File: src/sv/lcfc_pkg.sv
// Shared types, constants and the CRC byte step for the link control frame checker.
`timescale 1ns / 1ps

package lcfc_pkg;

  // CRC-32, reflected form
  localparam logic [31:0] CRC_POLY     = 32'hEDB88320;
  localparam logic [31:0] CRC_ALL_ONES = 32'hFFFFFFFF;

  // Fixed magics
  localparam logic [31:0] MAGIC_DECISION  = 32'h444C4B31;
  localparam logic [31:0] MAGIC_HELLO     = 32'h444C4845;
  localparam logic [31:0] MAGIC_HELLO_ACK = 32'h444C4841;

  // Payload sizes per kind
  localparam logic [5:0] PSIZE_PING    = 6'd20;
  localparam logic [5:0] PSIZE_PONG    = 6'd36;
  localparam logic [5:0] PSIZE_DEFAULT = 6'd28;

  localparam logic [5:0] INDEX_LIMIT = 6'd63;

  // Configuration register indexes
  localparam logic [1:0] CFG_PING_MAGIC       = 2'd0;
  localparam logic [1:0] CFG_PONG_MAGIC       = 2'd1;
  localparam logic [1:0] CFG_EXPECTED_VERSION = 2'd2;

  typedef enum logic [2:0] {
    KIND_UNKNOWN   = 3'd0,
    KIND_DECISION  = 3'd1,
    KIND_PING      = 3'd2,
    KIND_PONG      = 3'd3,
    KIND_HELLO     = 3'd4,
    KIND_HELLO_ACK = 3'd5
  } lcfc_kind_e;

  typedef enum logic [2:0] {
    STATUS_OK          = 3'd0,
    STATUS_SHORT       = 3'd1,
    STATUS_BAD_MAGIC   = 3'd2,
    STATUS_BAD_VERSION = 3'd3,
    STATUS_BAD_CRC     = 3'd4
  } lcfc_status_e;

  typedef struct packed {
    logic [7:0] data_byte;
    logic       last_byte;
  } lcfc_in_t;

  typedef struct packed {
    logic [2:0]  frame_kind;
    logic [2:0]  frame_status;
    logic [7:0]  frame_flags;
    logic [31:0] word_at_eight;
    logic [63:0] word_at_twelve;
  } lcfc_out_t;

  // Advance the CRC by one byte, eight bit steps unrolled
  function automatic logic [31:0] crc_byte(input logic [31:0] crc, input logic [7:0] b);
    logic [31:0] c;
    c = crc ^ {24'd0, b};
    for (int i = 0; i < 8; i++) begin
      c = (c >> 1) ^ (c[0] ? CRC_POLY : 32'd0);
    end
    return c;
  endfunction

endpackage

File: src/sv/link_control_frame_checker_unit.sv
// Top level of the link control frame checker: byte capture, CRC and frame verdict.
`timescale 1ns / 1ps

//  channel  | signals                              | beat
//  ---------+--------------------------------------+------------------------------
//  in       | in_valid_i, in_ready_o, in_data_i    | one frame byte, last mark
//  out      | out_valid_o, out_ready_i, out_data_o | one verdict per frame
//  cfg      | cfg_we_i, cfg_index_i, cfg_data_i    | one register write
//
// One byte a cycle while the result register is not stalled; a byte is held in the
// input register, where the CRC step and field capture are done, and the verdict
// for a frame's last byte lands in the result register.
// Reset clears frame state and configuration to their defaults at once.
// A stalled result holds the input register; a new byte is still taken whenever
// the input register moves on.

module link_control_frame_checker_unit (
  input  logic                clk_i,
  input  logic                rst_ni,
  input  logic                in_valid_i,
  output logic                in_ready_o,
  input  lcfc_pkg::lcfc_in_t  in_data_i,
  output logic                out_valid_o,
  input  logic                out_ready_i,
  output lcfc_pkg::lcfc_out_t out_data_o,
  input  logic                cfg_we_i,
  input  logic [1:0]          cfg_index_i,
  input  logic [31:0]         cfg_data_i
);
  import lcfc_pkg::*;

  // Configuration
  logic [31:0] ping_magic_q, pong_magic_q;
  logic [7:0]  exp_version_q;

  // Input register
  logic     s1_valid_q;
  lcfc_in_t s1_data_q;
  logic     advance;

  // Frame state
  logic [5:0]  byte_index_q, byte_index_d;
  logic [31:0] crc_q, crc_d;
  logic [31:0] magic_q, magic_d;
  logic [7:0]  version_q, version_d;
  logic [7:0]  flags_q, flags_d;
  logic [31:0] word8_q, word8_d;
  logic [63:0] word12_q, word12_d;
  logic [31:0] trailer_q, trailer_d;
  logic [31:0] crc_end_q, crc_end_d;

  // Result register
  logic      out_valid_q;
  lcfc_out_t out_data_q, out_data_d;

  // Step signals
  logic [5:0]   pos;
  logic [7:0]   b;
  lcfc_kind_e   kind;
  lcfc_status_e status;
  logic [5:0]   psize;
  logic [5:0]   psize_end;
  logic [1:0]   tr_lane;
  logic [2:0]   w12_lane;
  logic [1:0]   w8_lane;
  logic [1:0]   mg_lane;

  assign advance     = !out_valid_q || out_ready_i;
  assign in_ready_o  = !s1_valid_q || advance;
  assign out_valid_o = out_valid_q;
  assign out_data_o  = out_data_q;

  // Write configuration registers
  always_ff @(posedge clk_i or negedge rst_ni) begin
    if (!rst_ni) begin
      ping_magic_q  <= '0;
      pong_magic_q  <= '0;
      exp_version_q <= 8'd1;
    end else if (cfg_we_i) begin
      case (cfg_index_i)
        CFG_PING_MAGIC:       ping_magic_q  <= cfg_data_i;
        CFG_PONG_MAGIC:       pong_magic_q  <= cfg_data_i;
        CFG_EXPECTED_VERSION: exp_version_q <= cfg_data_i[7:0];
        default: ;
      endcase
    end
  end

  // Hold the input beat until the result side can move
  always_ff @(posedge clk_i or negedge rst_ni) begin
    if (!rst_ni) begin
      s1_valid_q <= 1'b0;
    end else if (in_ready_o) begin
      s1_valid_q <= in_valid_i;
    end
  end

  always_ff @(posedge clk_i) begin
    if (in_ready_o && in_valid_i) begin
      s1_data_q <= in_data_i;
    end
  end

  // Capture fields, advance CRC and decide the verdict for the held byte
  always_comb begin
    pos      = byte_index_q;
    b        = s1_data_q.data_byte;
    mg_lane  = 2'd3 - pos[1:0];
    w8_lane  = 2'd3 - pos[1:0];
    w12_lane = 3'd3 - pos[2:0];

    magic_d   = magic_q;
    version_d = version_q;
    flags_d   = flags_q;
    word8_d   = word8_q;
    word12_d  = word12_q;

    if (pos < 6'd4) begin
      magic_d = magic_q | ({24'd0, b} << {mg_lane, 3'b000});
    end else if (pos == 6'd4) begin
      version_d = b;
    end else if (pos == 6'd5) begin
      flags_d = b;
    end else if (pos >= 6'd8 && pos < 6'd12) begin
      word8_d = word8_q | ({24'd0, b} << {w8_lane, 3'b000});
    end
    if (pos >= 6'd12 && pos < 6'd20) begin
      word12_d = word12_q | ({56'd0, b} << {w12_lane, 3'b000});
    end

    crc_d = crc_byte(crc_q, b);

    // Kind from the magic as it stands after this byte
    if (pos < 6'd3)                      kind = KIND_UNKNOWN;
    else if (magic_d == MAGIC_DECISION)  kind = KIND_DECISION;
    else if (magic_d == ping_magic_q)    kind = KIND_PING;
    else if (magic_d == pong_magic_q)    kind = KIND_PONG;
    else if (magic_d == MAGIC_HELLO)     kind = KIND_HELLO;
    else if (magic_d == MAGIC_HELLO_ACK) kind = KIND_HELLO_ACK;
    else                                 kind = KIND_UNKNOWN;

    unique case (kind)
      KIND_PING: psize = PSIZE_PING;
      KIND_PONG: psize = PSIZE_PONG;
      default:   psize = PSIZE_DEFAULT;
    endcase
    psize_end = psize + 6'd3;
    tr_lane   = psize_end[1:0] - pos[1:0];

    crc_end_d = crc_end_q;
    trailer_d = trailer_q;
    if (kind != KIND_UNKNOWN) begin
      if (pos + 6'd1 == psize) begin
        crc_end_d = crc_d ^ CRC_ALL_ONES;
      end
      if (pos >= psize && pos <= psize_end) begin
        trailer_d = trailer_q | ({24'd0, b} << {tr_lane, 3'b000});
      end
    end

    byte_index_d = (pos < INDEX_LIMIT) ? pos + 6'd1 : pos;

    // Checks in priority order
    if (kind == KIND_UNKNOWN) begin
      status = (pos < 6'd3) ? STATUS_SHORT : STATUS_BAD_MAGIC;
    end else if (pos < psize_end) begin
      status = STATUS_SHORT;
    end else if (version_d != exp_version_q) begin
      status = STATUS_BAD_VERSION;
    end else if (trailer_d != crc_end_d) begin
      status = STATUS_BAD_CRC;
    end else begin
      status = STATUS_OK;
    end

    out_data_d.frame_kind     = kind;
    out_data_d.frame_status   = status;
    out_data_d.frame_flags    = flags_d;
    out_data_d.word_at_eight  = word8_d;
    out_data_d.word_at_twelve = word12_d;
  end

  // Update frame state; clear it after the last byte
  always_ff @(posedge clk_i or negedge rst_ni) begin
    if (!rst_ni) begin
      byte_index_q <= '0;
      crc_q        <= CRC_ALL_ONES;
      magic_q      <= '0;
      version_q    <= '0;
      flags_q      <= '0;
      word8_q      <= '0;
      word12_q     <= '0;
      trailer_q    <= '0;
      crc_end_q    <= '0;
    end else if (s1_valid_q && advance) begin
      if (s1_data_q.last_byte) begin
        byte_index_q <= '0;
        crc_q        <= CRC_ALL_ONES;
        magic_q      <= '0;
        version_q    <= '0;
        flags_q      <= '0;
        word8_q      <= '0;
        word12_q     <= '0;
        trailer_q    <= '0;
        crc_end_q    <= '0;
      end else begin
        byte_index_q <= byte_index_d;
        crc_q        <= crc_d;
        magic_q      <= magic_d;
        version_q    <= version_d;
        flags_q      <= flags_d;
        word8_q      <= word8_d;
        word12_q     <= word12_d;
        trailer_q    <= trailer_d;
        crc_end_q    <= crc_end_d;
      end
    end
  end

  // Load the result register on a last byte
  always_ff @(posedge clk_i or negedge rst_ni) begin
    if (!rst_ni) begin
      out_valid_q <= 1'b0;
    end else if (advance) begin
      out_valid_q <= s1_valid_q && s1_data_q.last_byte;
    end
  end

  always_ff @(posedge clk_i) begin
    if (advance && s1_valid_q && s1_data_q.last_byte) begin
      out_data_q <= out_data_d;
    end
  end

endmodule

File: config.mk
export PLATFORM = sky130hd
export DESIGN_NAME = link_control_frame_checker_unit
export DESIGN_NICKNAME = d
export VERILOG_FILES = /design/src/sv/lcfc_pkg.sv /design/src/sv/link_control_frame_checker_unit.sv
export SDC_FILE = /design/constraint.sdc
export NUM_CORES = 1
export LEC_CHECK = 0
export ABC_AREA = 0
export BUFFER_PORTS_ARGS = -buffer_cell sky130_fd_sc_hd__buf_4
export CAP_MARGIN = 20
export CORE_UTILIZATION = 55
export CTS_BUF_LIST = sky130_fd_sc_hd__clkbuf_16
export DETAILED_ROUTE_END_ITERATION = 10
export GPL_TIMING_DRIVEN = 0
export HOLD_SLACK_MARGIN = 0.03
export PLACE_DENSITY = 0.74
export RECOVER_POWER = 100
export SLEW_MARGIN = 20
export SYNTH_ARGS = -nofsm -noshare
export SYNTH_HDL_FRONTEND = slang
export SYNTH_SLANG_ARGS = --single-unit
File: constraint.sdc
create_clock -name clk_i -period 14.1 [get_ports clk_i]
set_input_delay 1.41 -clock clk_i [delete_from_list [all_inputs] [get_ports clk_i]]
set_output_delay 1.41 -clock clk_i [all_outputs]
set_load 0.05 [all_outputs]
==> impl_metrics.json <==
{
  "io_buffers": 159,
  "gr-total-overflow": 0,
  "cts.htree.levels": 2,
  "final_area_mm2": 0.02331,
  "cts_buffer_depth": 3,
  "fin_util": 0.6367,
  "leakagePower_nw": 10.27,
  "rows": 70,
  "die_area_mm2": 0.03800,
  "path_cells": "clkbuf_1 -> clkbuf_1",
  "r2r_setup_slack_ps": 5810,
  "numCtsBuffers": 46,
  "hold_path_class": "flop to flop",
  "cpMaxStageDelayCell": "clkbuf_1",
  "synth-async-reset-ratio": 0.7289,
  "vias": 15140,
  "num_antenna_cells": 0,
  "fin_ws_ps": 5280,
  "stdcell_count": 2533,
  "placedCellCount": 2447,
  "antenna_found_initial": 0,
  "critPathBufInv": 2,
  "hpwlAfterDp_mm": 40.97,
  "reg2reg_to": "out_data_o[106]",
  "fmax_mhz": 113.4,
  "worst_path_largest_cell_delay_ps": 3610,
  "dp_worst_setup_slack_ps": 6865,
  "die_w_um": 194.9,
  "status": "finished with violations",
  "post-route-min-period_ps": 8820,
  "grt_pass1_vias": 15240,
  "rsz0062_at_grt": "false",
  "yosys_register_bits": 439,
  "crit_fanout": 87,
  "cts_tree": "built",
  "crit_family": "buffers and inverters",
  "drt_iter0_markers": 1404,
  "maxSlewHeadroom": -2.246,
  "synth_flop_cell": "dfrtp_1",
  "root_buffer": "clkbuf_16",
  "endpoint_kind": "async pin",
  "total_power_mw": 3.959,
  "violations": "capacitance limit, slew limit",
  "grt_util_all_layers": 0.3123,
  "r2r_cells": 21,
  "hold_depth": 2,
  "fin_crit_sh": 0.6255,
  "regArea_mm2": 0.01162,
  "drive_above_1_share": 0.1298,
  "drt-pass1-iter-count": 5,
  "chipHeight_um": 194.9,
  "postPlaceCellArea_mm2": 0.02248,
  "grt_pass1_wl_mm": 89.51,
  "fillers": 2983,
  "post-cts-setup-buffers": 0,
  "tightest_slew_ps": 4869,
  "skew_ps": 20.77,
  "synth.distinct_cells": 77,
  "yosys_warnings": 0,
  "multi_input_area_mm2": 0.008218,
  "ir_drop_v": 0.0001328,
  "critPathMostFrequentCell": "clkbuf_1",
  "final_cell_mix": "287 x dfrtp_1, 229 x clkbuf_1, 164 x a21oi_1",
  "cts_hold_buf": 0,
  "critical_path_class": "input port to async pin",
  "finalSetupViolations": 0,
  "final_common_cell": "dfrtp_1",
  "syn_avg_cell_area_um2": 11.31,
  "cts.reportedPaths.clkPinSlew_ps": 60,
  "drv_slew": 315,
  "grt_max_degree": 88,
  "hp-start": "crc_end_q[29]",
  "area_growth_pct": 13.85,
  "viasPerCell": 5.976,
  "critPathArrivalTime_ps": 8350,
  "timing.setup.tns_ps": 0,
  "post-route-drc-count": 0,
  "start_util": 0.5593,
  "drt-wirelength-per-cell_um": 22.91,
  "clkLatencyLatePin_ps": 590,
  "power_density_mw_per_mm2": 169.8,
  "ys_seq_area_frac": 0.5676,
  "io_pins": 160,
  "fin_hold_ws_ps": 487.4,
  "ant_nets": 0,
  "rr_startpoint": "b[4]",
  "place.gp.congestion": 0.9287,
  "maxCapViolCount": 7,
  "cts_resized": 0,
  "start_kind": "input port",
  "synthCells": 1810,
  "cp.required_ps": 13630,
  "cts_sinks": 439,
  "synth_nets": 1865,
  "totalWireLength_mm": 58.04,
  "synth_area_mm2": 0.02047,
  "finalNetCount": 2082,
  "holdPathEnd": "crc_end_q[29]",
  "core_area_mm2": 0.03661,
  "synth_edf_count": 119,
  "hold_viol": 0
}
[logic make-up after synthesis]
| kind of cell | share of synthesized area |
|---|---|
| muxes | 0.06062 |
| buffers and inverters | 0.03062 |
| AOI/OAI and AO/OA | 0.1572 |
| DFF | 0.5676 |
| and+or+nand+nor | 0.1044 |
| xor gates and xnor gates | 0.07523 |
| adders and majority gates | 0.004277 |
[worst max path at each step]
| stage | cells past startpoint | from | slack [ps] | to |
|---|---|---|---|---|
| 2_1_floorplan | 7 | out_ready_i | 8060 | out_data_o[0] |
| 3_3_place_gp | 8 | out_ready_i | 5660 | out_data_o[106] |
| 3_5_place_dp | 21 | b[4] | 6870 | out_data_o[106] |
| 4_1_cts | 21 | b[4] | 6830 | out_data_o[106] |
| 5_1_grt | 2 | rst_ni | 3750 | pong_magic_q[28] |
| 6_report | 2 | rst_ni | 5280 | pong_magic_q[28] |
[per-layer routing]
metal,wire length (µm),global-route usage,vias to the layer above
li1,-,-,6795
met1,23830,0.4125,7645
met2,27980,0.5071,549
met3,3736,0.05934,147
met4,2499,0.1304,0
met5,0,0,-
[area by class of cell]
type,instances,share of cell area
clock buffer,47,0.05045
clock inverter,39,0.009930
multi-input combinational,1219,0.3525
sequential,439,0.4986
timing repair buffer,169,0.03698
tap,468,0.02512
buffer,127,0.02238
inverter,25,0.004026
[cells in the mapped netlist, types with 5 or more instances]
cell,number,area share
and2_1,8,0.0024
nor3b_1,10,0.0037
nor4b_1,5,0.0021
xnor2_1,134,0.057
a21boi_0,96,0.035
edfxtp_1,119,0.17
xor2_1,40,0.017
a22o_1,17,0.0073
ha_1,7,0.0043
a21oi_1,164,0.040
nand2b_1,6,0.0018
nor3_1,24,0.0059
and2_0,11,0.0034
nor2b_1,5,0.0015
buf_2,14,0.0034
inv_1,24,0.0044
clkbuf_1,102,0.019
mux2_2,80,0.044
a21o_1,100,0.037
mux2i_1,34,0.017
a21oi_2,17,0.0073
nor4_1,18,0.0055
o21ai_0,40,0.0098
nand4_1,13,0.0040
nand3_1,10,0.0024
and3b_1,16,0.0068
nand2_1,157,0.029
dfrtp_1,287,0.35
dfstp_2,33,0.042
and3_1,10,0.0031
o21ai_1,9,0.0022
nor2_1,126,0.023
[sequential cells by signal (all words and copies together) (netlist names), 8 cells and up]
signal / cells
crc_q: 32
version_q: 8
word8_q: 32
out_data_o: 110
flags_q: 8
b: 8
ping_magic_q: 32
trailer_q: 32
exp_version_q: 8
word12_q: 64
crc_end_q: 32
magic_q: 32
pong_magic_q: 32
[where the power goes]
part	switching, mW	total [mW]	internal (mW)	leakage (nW)
clock network	0.509	1.15	0.639	0.747
registers	0.0872	1.54	1.45	5.33
logic	0.841	1.27	0.428	4.19
Power figures use the tool's default switching activity.
